### src/rtl/sdhp_pkg.sv
package sdhp_pkg;

    localparam int DEFAULT_VALUE_BITS = 64;
    localparam int VALUE_W            = 64;
    localparam int CHAR_W             = 8;
    localparam int DIGIT_W            = 4;

    localparam logic [CHAR_W-1:0] CH_MINUS   = 8'h2D;
    localparam logic [CHAR_W-1:0] CH_PLUS    = 8'h2B;
    localparam logic [CHAR_W-1:0] CH_ZERO    = 8'h30;
    localparam logic [CHAR_W-1:0] CH_NINE    = 8'h39;
    localparam logic [CHAR_W-1:0] CH_LOWER_A = 8'h61;
    localparam logic [CHAR_W-1:0] CH_LOWER_F = 8'h66;
    localparam logic [CHAR_W-1:0] CH_UPPER_A = 8'h41;
    localparam logic [CHAR_W-1:0] CH_UPPER_F = 8'h46;
    localparam logic [CHAR_W-1:0] CH_LOWER_X = 8'h78;
    localparam logic [CHAR_W-1:0] CH_UPPER_X = 8'h58;

    localparam logic [DIGIT_W-1:0] HEX_LETTER_BASE = 4'd10;

    typedef enum logic [2:0] {
        PH_START,
        PH_SIGNED,
        PH_ZERO,
        PH_PREFIX,
        PH_DIGITS,
        PH_BAD
    } phase_t;

    typedef struct packed {
        phase_t phase;
        logic   negative;
        logic   hex_mode;
        logic   too_big;
    } parse_state_t;

    localparam parse_state_t PARSE_STATE_RESET = '{
        phase:    PH_START,
        negative: 1'b0,
        hex_mode: 1'b0,
        too_big:  1'b0
    };

endpackage

### src/rtl/sdhp_step.sv
module sdhp_step
    import sdhp_pkg::*;
#(
    parameter int VALUE_BITS = DEFAULT_VALUE_BITS
)
(
    input  parse_state_t                  st,
    input  logic         [VALUE_BITS-2:0] mag,
    input  logic         [CHAR_W-1:0]     char_code,
    input  logic                          has_char,
    input  logic                          is_last,
    output parse_state_t                  st_next,
    output logic         [VALUE_BITS-2:0] mag_next,
    output logic                          emit,
    output logic                          parse_ok,
    output logic signed  [VALUE_W-1:0]    value
);

    localparam int ACC_W = VALUE_BITS + 3;
    localparam logic [ACC_W-1:0] LIM = {4'b0000, {(VALUE_BITS-1){1'b1}}};

    logic               is_dec;
    logic               is_lo_hex;
    logic               is_up_hex;
    logic               is_digit;
    logic [DIGIT_W-1:0] digit;
    logic [ACC_W-1:0]   acc_ext;
    logic [ACC_W-1:0]   acc_prod;
    logic [ACC_W-1:0]   acc_sum;
    logic               acc_over;
    logic               take_digit;
    parse_state_t       st_upd;
    logic [VALUE_BITS-2:0] mag_upd;
    logic               ok_now;
    logic [VALUE_W-1:0] mag_wide;

    always_comb
    begin
        is_dec    = (char_code >= CH_ZERO) && (char_code <= CH_NINE);
        is_lo_hex = (char_code >= CH_LOWER_A) && (char_code <= CH_LOWER_F);
        is_up_hex = (char_code >= CH_UPPER_A) && (char_code <= CH_UPPER_F);
        is_digit  = is_dec || (st.hex_mode && (is_lo_hex || is_up_hex));
        if (is_dec)
        begin
            digit = DIGIT_W'(char_code - CH_ZERO);
        end
        else if (is_lo_hex)
        begin
            digit = DIGIT_W'(char_code - CH_LOWER_A) + HEX_LETTER_BASE;
        end
        else
        begin
            digit = DIGIT_W'(char_code - CH_UPPER_A) + HEX_LETTER_BASE;
        end
    end

    // Overflow test: mag * base + digit must not pass the largest positive value.
    always_comb
    begin
        acc_ext  = {4'b0000, mag};
        acc_prod = st.hex_mode ? (acc_ext << 4) : ((acc_ext << 3) + (acc_ext << 1));
        acc_sum  = acc_prod + ACC_W'(digit);
        acc_over = acc_sum > LIM;
    end

    always_comb
    begin
        st_upd     = st;
        mag_upd    = mag;
        take_digit = 1'b0;
        if (has_char)
        begin
            unique case (st.phase)
                PH_START,
                PH_SIGNED:
                begin
                    if ((st.phase == PH_START) &&
                        ((char_code == CH_MINUS) || (char_code == CH_PLUS)))
                    begin
                        st_upd.negative = (char_code == CH_MINUS);
                        st_upd.phase    = PH_SIGNED;
                    end
                    else if (char_code == CH_ZERO)
                    begin
                        st_upd.phase = PH_ZERO;
                    end
                    else if (is_digit)
                    begin
                        take_digit   = 1'b1;
                        st_upd.phase = PH_DIGITS;
                    end
                    else
                    begin
                        st_upd.phase = PH_BAD;
                    end
                end
                PH_ZERO:
                begin
                    if ((char_code == CH_LOWER_X) || (char_code == CH_UPPER_X))
                    begin
                        st_upd.hex_mode = 1'b1;
                        st_upd.phase    = PH_PREFIX;
                    end
                    else if (is_digit)
                    begin
                        take_digit   = 1'b1;
                        st_upd.phase = PH_DIGITS;
                    end
                    else
                    begin
                        st_upd.phase = PH_BAD;
                    end
                end
                PH_PREFIX,
                PH_DIGITS:
                begin
                    if (is_digit)
                    begin
                        take_digit   = 1'b1;
                        st_upd.phase = PH_DIGITS;
                    end
                    else
                    begin
                        st_upd.phase = PH_BAD;
                    end
                end
                default:
                begin
                    st_upd.phase = PH_BAD;
                end
            endcase
        end

        // Once the magnitude has overflowed it stays frozen.
        if (take_digit && !st.too_big)
        begin
            if (acc_over)
            begin
                st_upd.too_big = 1'b1;
            end
            else
            begin
                mag_upd = acc_sum[VALUE_BITS-2:0];
            end
        end
    end

    always_comb
    begin
        emit     = !has_char || is_last;
        ok_now   = ((st_upd.phase == PH_ZERO) || (st_upd.phase == PH_DIGITS)) &&
                   !st_upd.too_big;
        mag_wide = {{(VALUE_W-VALUE_BITS+1){1'b0}}, mag_upd};
        parse_ok = ok_now;
        if (!ok_now)
        begin
            value = '0;
        end
        else if (st_upd.negative)
        begin
            value = $signed(VALUE_W'(0) - mag_wide);
        end
        else
        begin
            value = $signed(mag_wide);
        end

        if (emit)
        begin
            st_next  = PARSE_STATE_RESET;
            mag_next = '0;
        end
        else
        begin
            st_next  = st_upd;
            mag_next = mag_upd;
        end
    end

endmodule

### src/rtl/signed_dec_hex_int_parser.sv
// Signed decimal / hexadecimal integer text parser.
//
// Input channel: one character per beat (char_code, has_char, is_last) on
// in_valid / in_ready. A text may start with '-' or '+', then an optional
// 0x or 0X prefix, then at least one digit of the base. The beat with
// is_last set, or a beat with has_char low, ends the text.
// Output channel: one beat per text on out_valid / out_ready, giving
// parse_ok and the signed 64-bit value (zero when the text is rejected).
//
// The ending beat sits in the input register while the character step works
// on it; out_valid rises when the result register loads, once it is free.
// Throughput is one character per cycle unless an ending beat waits on a
// full result register. Longest path: multiply-by-base add, range compare.
// Reset empties both registers and returns the parser to the start of a
// text. When the receiver stalls, the result is held and in_ready stays
// high until a second ending beat would need the result register, so
// characters that end no text keep flowing.
module signed_dec_hex_int_parser
    import sdhp_pkg::*;
#(
    parameter int VALUE_BITS = DEFAULT_VALUE_BITS
)
(
    input  logic                       clk,
    input  logic                       rst_n,
    input  logic                       in_valid,
    output logic                       in_ready,
    input  logic        [CHAR_W-1:0]   char_code,
    input  logic                       has_char,
    input  logic                       is_last,
    output logic                       out_valid,
    input  logic                       out_ready,
    output logic                       parse_ok,
    output logic signed [VALUE_W-1:0]  value
);

    logic                      in_valid_reg;
    logic [CHAR_W-1:0]         char_reg;
    logic                      has_char_reg;
    logic                      is_last_reg;

    parse_state_t              st_reg;
    parse_state_t              st_next;
    logic [VALUE_BITS-2:0]     mag_reg;
    logic [VALUE_BITS-2:0]     mag_next;

    logic                      out_valid_reg;
    logic                      parse_ok_reg;
    logic signed [VALUE_W-1:0] value_reg;

    logic                      step_emit;
    logic                      step_ok;
    logic signed [VALUE_W-1:0] step_value;
    logic                      step_fire;
    logic                      out_free;

    sdhp_step #(
        .VALUE_BITS (VALUE_BITS)
    ) u_step (
        .st        (st_reg),
        .mag       (mag_reg),
        .char_code (char_reg),
        .has_char  (has_char_reg),
        .is_last   (is_last_reg),
        .st_next   (st_next),
        .mag_next  (mag_next),
        .emit      (step_emit),
        .parse_ok  (step_ok),
        .value     (step_value)
    );

    assign out_free  = !out_valid_reg || out_ready;
    assign step_fire = in_valid_reg && (!step_emit || out_free);
    assign in_ready  = !in_valid_reg || step_fire;

    assign out_valid = out_valid_reg;
    assign parse_ok  = parse_ok_reg;
    assign value     = value_reg;

    always_ff @(posedge clk or negedge rst_n)
    begin
        if (!rst_n)
        begin
            in_valid_reg  <= 1'b0;
            st_reg        <= PARSE_STATE_RESET;
            mag_reg       <= '0;
            out_valid_reg <= 1'b0;
        end
        else
        begin
            if (in_ready)
            begin
                in_valid_reg <= in_valid;
            end
            if (step_fire)
            begin
                st_reg  <= st_next;
                mag_reg <= mag_next;
            end
            if (step_fire && step_emit)
            begin
                out_valid_reg <= 1'b1;
            end
            else if (out_ready)
            begin
                out_valid_reg <= 1'b0;
            end
        end
    end

    always_ff @(posedge clk)
    begin
        if (in_valid && in_ready)
        begin
            char_reg     <= char_code;
            has_char_reg <= has_char;
            is_last_reg  <= is_last;
        end
        if (step_fire && step_emit)
        begin
            parse_ok_reg <= step_ok;
            value_reg    <= step_value;
        end
    end

endmodule
### config.mk
export PLATFORM = sky130hd
export DESIGN_NAME = signed_dec_hex_int_parser
export DESIGN_NICKNAME = d
export VERILOG_FILES = /design/src/rtl/sdhp_pkg.sv /design/src/rtl/sdhp_step.sv /design/src/rtl/signed_dec_hex_int_parser.sv
export SDC_FILE = /design/constraint.sdc
export NUM_CORES = 1
export LEC_CHECK = 0
export BUFFER_PORTS_ARGS = -buffer_cell sky130_fd_sc_hd__buf_4
export CORE_MARGIN = 1
export CORE_UTILIZATION = 48
export DETAILED_ROUTE_END_ITERATION = 10
export HOLD_SLACK_MARGIN = 0.02
export MAX_ROUTING_LAYER = met4
export PLACE_DENSITY = 0.75
export SLEW_MARGIN = 20
export SYNTH_ARGS = -nofsm -noshare
export SYNTH_HDL_FRONTEND = slang
export SYNTH_SLANG_ARGS = --single-unit
### constraint.sdc
create_clock -name clk -period 10.66 [get_ports clk]
set_input_delay 3.198 -clock clk [delete_from_list [all_inputs] [get_ports clk]]
set_output_delay 3.198 -clock clk [all_outputs]
set_load 0.02 [all_outputs]
==> After elaboration in Yosys (flattened, before gate mapping) <==
Index checks and enable logic that the tools add are counted.
Widths: inputs -> output; s select.
{ "classes": {"n_mux": 28, "addsub": 8, "order_cmp": 7, "eq_ne": 11, "n_reduce_logical": 34} }
{ "op_table": {"columns": ["op", "n"], "rows": [
  ["$mux 63", 4],
  ["$add 66x64->67", 1],
  ["$add 67x4->67", 1],
  ["$gt 67x63->1 const B", 1],
  ["$mux 67", 1],
  ["$sub 1x63->64 const A", 1],
  ["$eq 8x6->1 const B", 3],
  ["$eq 8x7->1 const B", 2],
  ["$ge 8x7->1 const B", 2],
  ["$le 8x7->1 const B", 2],
  ["$mux 1", 14],
  ["$sub 4x1->4 const B", 3],
  ["$logic_and 1x1->1", 10],
  ["$eq 3x2->1 const B", 3],
  ["$logic_or 1x1->1", 9],
  ["$mux 3", 3],
  ["$pmux 3 s3", 1],
  ["$add 4x4->4 const B", 2],
  ["$ge 8x6->1 const B", 1],
  ["$le 8x6->1 const B", 1],
  ["$mux 4", 2],
  ["$reduce_bool 2->1", 4],
  ["$eq 3x3->1 const B", 2],
  ["$logic_not 1->1", 6],
  ["8 further kinds", 9]
]} }
{ "totals": {"wordCells": 101, "out_inout_bits": 67, "ff_bits": 146, "in_bits": 14} }

==> Depth between registers and ports, before layout <==
{ "logic_depth": {"word_depth": 15, "depth_mapped": 41, "depth_no_buf": 30} }

==> Modules after synthesis <==
A second synthesis with hierarchy kept.
{ "hier_totals": {"cells_unflattened": 2523, "hier_area_um2": 18929.4} }
{ "modules_own_cells": {"columns": ["module", "cells_each", "instances", "area_per_inst_um2", "seq_area_each_um2"], "rows": [
  ["sdhp_step", 2046, 1, 12777.3, 0.0],
  ["signed_dec_hex_int_parser", 477, 1, 6152.2, 4028.9]
]} }

==> Worst setup path before layout <==
OpenSTA, ideal clock, no wires.
{ "synth_path": {"path_kind": "register -> register", "startpoint": "register st_reg[1] (netlist bit)", "endpoint": "register value_reg[60] (netlist: value[60]) (data pin)", "slack_ns": 1.493, "synth_period_minus_slack_ns": 9.167, "required_time_ns": 10.398, "path_stages_with_launch": 39, "setup_ns": 0.262, "arrival_ns": 8.905, "n_path_buf": 15, "path_cell_list": "dfrtp_1 -> buf_2 -> buf_2 -> buf_2 -> buf_2 -> buf_2 -> buf_2 -> clkbuf_1 -> clkbuf_1 -> clkbuf_1 -> buf_1 -> nor2b_1 -> ha_1 -> nor2b_1 -> o21ai_1 -> nor3b_1 -> and3_1 -> nand3_2 -> [3 not listed] -> or4_1 -> nor4_1 -> mux2_1 -> nor4b_2 -> buf_6 -> buf_6 -> buf_6 -> buf_2 -> nor2_1 -> a21oi_1 -> ha_1 -> nand3_1 -> nor3_1 -> nand2_1 -> mux2i_2 -> and3_1 -> a31oi_1 -> mux2_1"} }
{ "synth_between": {"elab_chain_len": 11, "elab_cells_between_ends": 29, "cone_classes": "2 x add/sub; 1 x order compare; 2 x eq/ne; 18 x mux; 6 x reduce/logical"} }
{ "synth_rtl": {"columns": ["item", "line_no", "text"], "rows": [
  ["start: declaration", "signed_dec_hex_int_parser.sv:42", "parse_state_t st_reg;"],
  ["start signal: assignment", "signed_dec_hex_int_parser.sv:97", "st_reg <= st_next;"],
  ["parallel branches: the longest is 11 deep, another holds $add 67x4->67", null, null],
  ["end signal: assignment", "signed_dec_hex_int_parser.sv:122", "value_reg <= step_value;"],
  ["end: declaration", "signed_dec_hex_int_parser.sv:49", "logic signed [VALUE_W-1:0] value_reg;"]
]} }
Parallel ways; which one is timed is not known. The select of a mux whose other input is x is not followed.
A chain may end at the register's enable or synchronous reset.

==> Worst setup path after layout <==
{ "layout_path": {"startpoint": "register char_reg[0]", "endpoint": "register value_reg[60] (netlist: value[60]) (data pin)"} }
{ "layout_between": {"elab_chain_len": 14, "elab_cells_between_ends": 55, "cone_classes": "7 x add/sub; 7 x order compare; 7 x eq/ne; 21 x mux; 13 x reduce/logical"} }
{ "layout_rtl": {"columns": ["item", "line_no", "text"], "rows": [
  ["start: declaration", "signed_dec_hex_int_parser.sv:38", "logic [CHAR_W-1:0] char_reg;"],
  ["start signal: assignment", "signed_dec_hex_int_parser.sv:115", "char_reg <= char_code;"],
  ["parallel branches: the longest is 14 deep, another holds $add 67x4->67", null, null]
]} }
Parallel ways; which one is timed is not known. The select of a mux whose other input is x is not followed.

==> results.cfg <==
[run_status]
status = completed

[yosys]
avgSynthCellArea_um2 = 7.74
yosys_register_bits = 146
synth_top_family_by_area = simple AND/OR/NAND/NOR gates
netlist.top_cell.by_area = edfxtp_1
seq_area_frac_synth = 0.246
synth_ff_type = edfxtp_1
synth_fa_ha_area_frac = 0.0544
synthXorXnorAreaFrac = 0.0828
netlist_instances = 2119
synth-compound-area-share = 0.238
synth_area_um2 = 16400
synth_fp_nets = 2203
ys_async_sr_fraction = 0.486
yosys-top-cells-area = edfxtp_1 (14%), dfrtp_1 (11%), nand2_1 (5.9%)
ys_warn_count = 0
ys_types = 109
synth-edff-count = 75
yosys.area_share.simple = 0.286
synthMuxAreaShare = 0.0532
synth_common_cells = nand2_1 (258), nor2_1 (224), o21ai_0 (152)
synth_top_area_frac = 0.137
yosysMostFrequentCell = nand2_1

[worst_setup_path]
r2r_end = value[60]
critPathLaunchType = register
crit_buf_inv = 3
required_ns = 10.84
reg2reg_from = char_reg[0]
worst-r2r-cell-count = 30
critical_path_class = reg2reg
crit_arrival_ns = 9.07
cpMaxStageDelayCell = nor4_4
critical-path-max-stage-delay_ns = 0.61
critPathMaxFanout = 10
crit_path_end_kind = register
crit_family = simple AND/OR/NAND/NOR gates
r2r_slack_ns = 1.77

[clock_network]
cts-hold-fix-buffers = 0
cts_root_buf = clkbuf_16
numClockSinks = 146
clock_latency_ns = 0.43
htreeDepth = 4
cts_resized = 0
numCtsBuffers = 17
path_clk_slew_ns = 0.06
cts_tree = built
postCtsSetupBuffers = 0
clock_path_buffers = 2

[finish]
multi_input_area_um2 = 11800
syn_to_final_growth_pct = 7.98
layout.nets = 2198
diodes = 0
fillers = 3196
largest_reg_flops = 64
regArea_um2 = 4030
drive_gt1_frac = 0.0973

[min_path]
min_path_type = reg2reg
min_path_cells = 2
hp-start = st_reg[2]
whs_endpoint = st_reg[2]

[die]
io_pins = 81
die_h_um = 187
start_util = 0.489
rows = 67
coreArea_um2 = 33500
chipWidth_um = 187
die-area_um2 = 34900

[power_and_ir_drop]
power_leakage_nw = 6.90
total_power_w = 0.00135
vdd_drop_max_mv = 0.115
powerDensity_nw_per_um2 = 76.3

[global_route]
grt_pass1_vias = 15199
grt.overflow.total = 0
antenna_found_initial = 0
grt_max_degree = 97
grt_pass1_wl_um = 86100
grtUsageTotal = 0.318

[placed_design]
dp_hpwl_um = 43400
gp_congestion = 1.00
placement.io_buffers = 80

[sta]
min_period_ns = 8.89
timing.final.crit_share = 0.834
rsz0062_at_grt = false
fin_skew_ns = 0.0118
setup_tns_ns = 0
fmax_mhz = 112
max-slew-margin-rel = 0.169
tightest_slew_ns = 1.24
setup_viol = 0
hold_slack_ns = 0.569
finalHoldViolCount = 0
slew_viol_final = 0

[routing]
wl_um = 55200
drt-pass1-iter-count = 8
vias = 16851
drtIter0Drc = 2148
ant_nets = 0
vias_per_cell = 6.54
drc = 0
wl_per_cell_um = 21.4

[job]
cap_viol_max_count = 0
-- cell usage in the layout (no fill, tap or decap), drive strengths merged, types with 16 or more instances in the layout --
master	netlist	final
clkbuf	63	17
mux2i	71	71
nand2b	17	17
xnor2	80	80
ha	68	68
xor2	75	75
o21ai	178	178
or3	37	37
and3	21	21
a21oi	154	154
nand4	65	65
nand2	258	258
inv	32	40
edfxtp	75	75
nor2	224	224
nor3	73	73
buf	52	91
a211oi	21	21
o21a	16	16
and2	17	17
a31oi	30	30
nor2b	23	23
nor4	38	38
dfrtp	71	71
nand3	61	61
a21o	34	34
o31ai	20	20
or4	19	19
-- worst reg2reg max path: cells and delay by family (launching register included) --
family | cells | cell delay [ns]
AO/OA/AOI/OAI | 6 | 1.44
XOR/XNOR | 2 | 0.32
adder cells (fa/ha/maj) | 3 | 0.97
buffers and inverters | 3 | 0.42
flip-flops | 1 | 0.48
multiplexers | 2 | 0.54
AND/OR/NAND/NOR | 14 | 4.46
-- final cells by class --
class | count | area share
Clock buffer | 17 | 0.0240
Clock inverter | 15 | 0.00700
Inverter | 32 | 0.00679
Multi-Input combinational cell | 1826 | 0.664
Sequential cell | 146 | 0.228
Tap cell | 448 | 0.0317
Timing Repair Buffer | 91 | 0.0386
-- metal layers --
layer / part of all wire / vias to the layer above / track usage
li1: - / 7908 / -
met1: 0.47 / 8029 / 0.480
met2: 0.41 / 846 / 0.444
met3: 0.095 / 68 / 0.0331
met4: 0.021 / 0 / 0.0829
met5: 0 / - / -
-- logic make-up after synthesis --
kind of cell             count (synthesis)
multiplexers                            84
AND/OR/NAND/NOR                        922
buffers and inverters                  147
XOR/XNOR                               155
adder cells (fa/ha/maj)                 70
flip-flops                             146
AO/OA/AOI/OAI                          595
-- report_power, final --
group	total (W)	leakage, nW	switching [W]	internal, W
Clock	0.000570	0.258	0.000266	0.000304
Combinational	0.000149	4.92	0.000102	0.0000468
Sequential	0.000630	1.73	0.0000111	0.000619
Total	0.00135	6.90	0.000380	0.000970
-- stage by stage --
stage                     area (um2)  utilization  std cells  setup WS [ns]
after floorplan                16400            -       2119           1.49
after global placement         17100        0.511       2543           2.33
after detailed placement       17100        0.511       2543           1.98
after CTS                      17700        0.528       2575           1.87
after global routing           17700        0.528       2575           1.21
final                          17700        0.528       2575           1.77
-- worst max path at each step --
| stage | start | end | slack, ns | depth (start not counted) |
|---|---|---|---|---|
| after global placement | char_reg[0] | value[50] | 2.33 | 30 |
| after CTS | char_reg[0] | value[50] | 1.87 | 30 |
| after floorplan | st_reg[1] | value[60] | 1.49 | 38 |
| final | char_reg[0] | value[60] | 1.77 | 30 |
| after global routing | char_reg[0] | value[60] | 1.21 | 30 |
| after detailed placement | char_reg[0] | value[60] | 1.98 | 30 |
(Power assumes the default switching activity.)
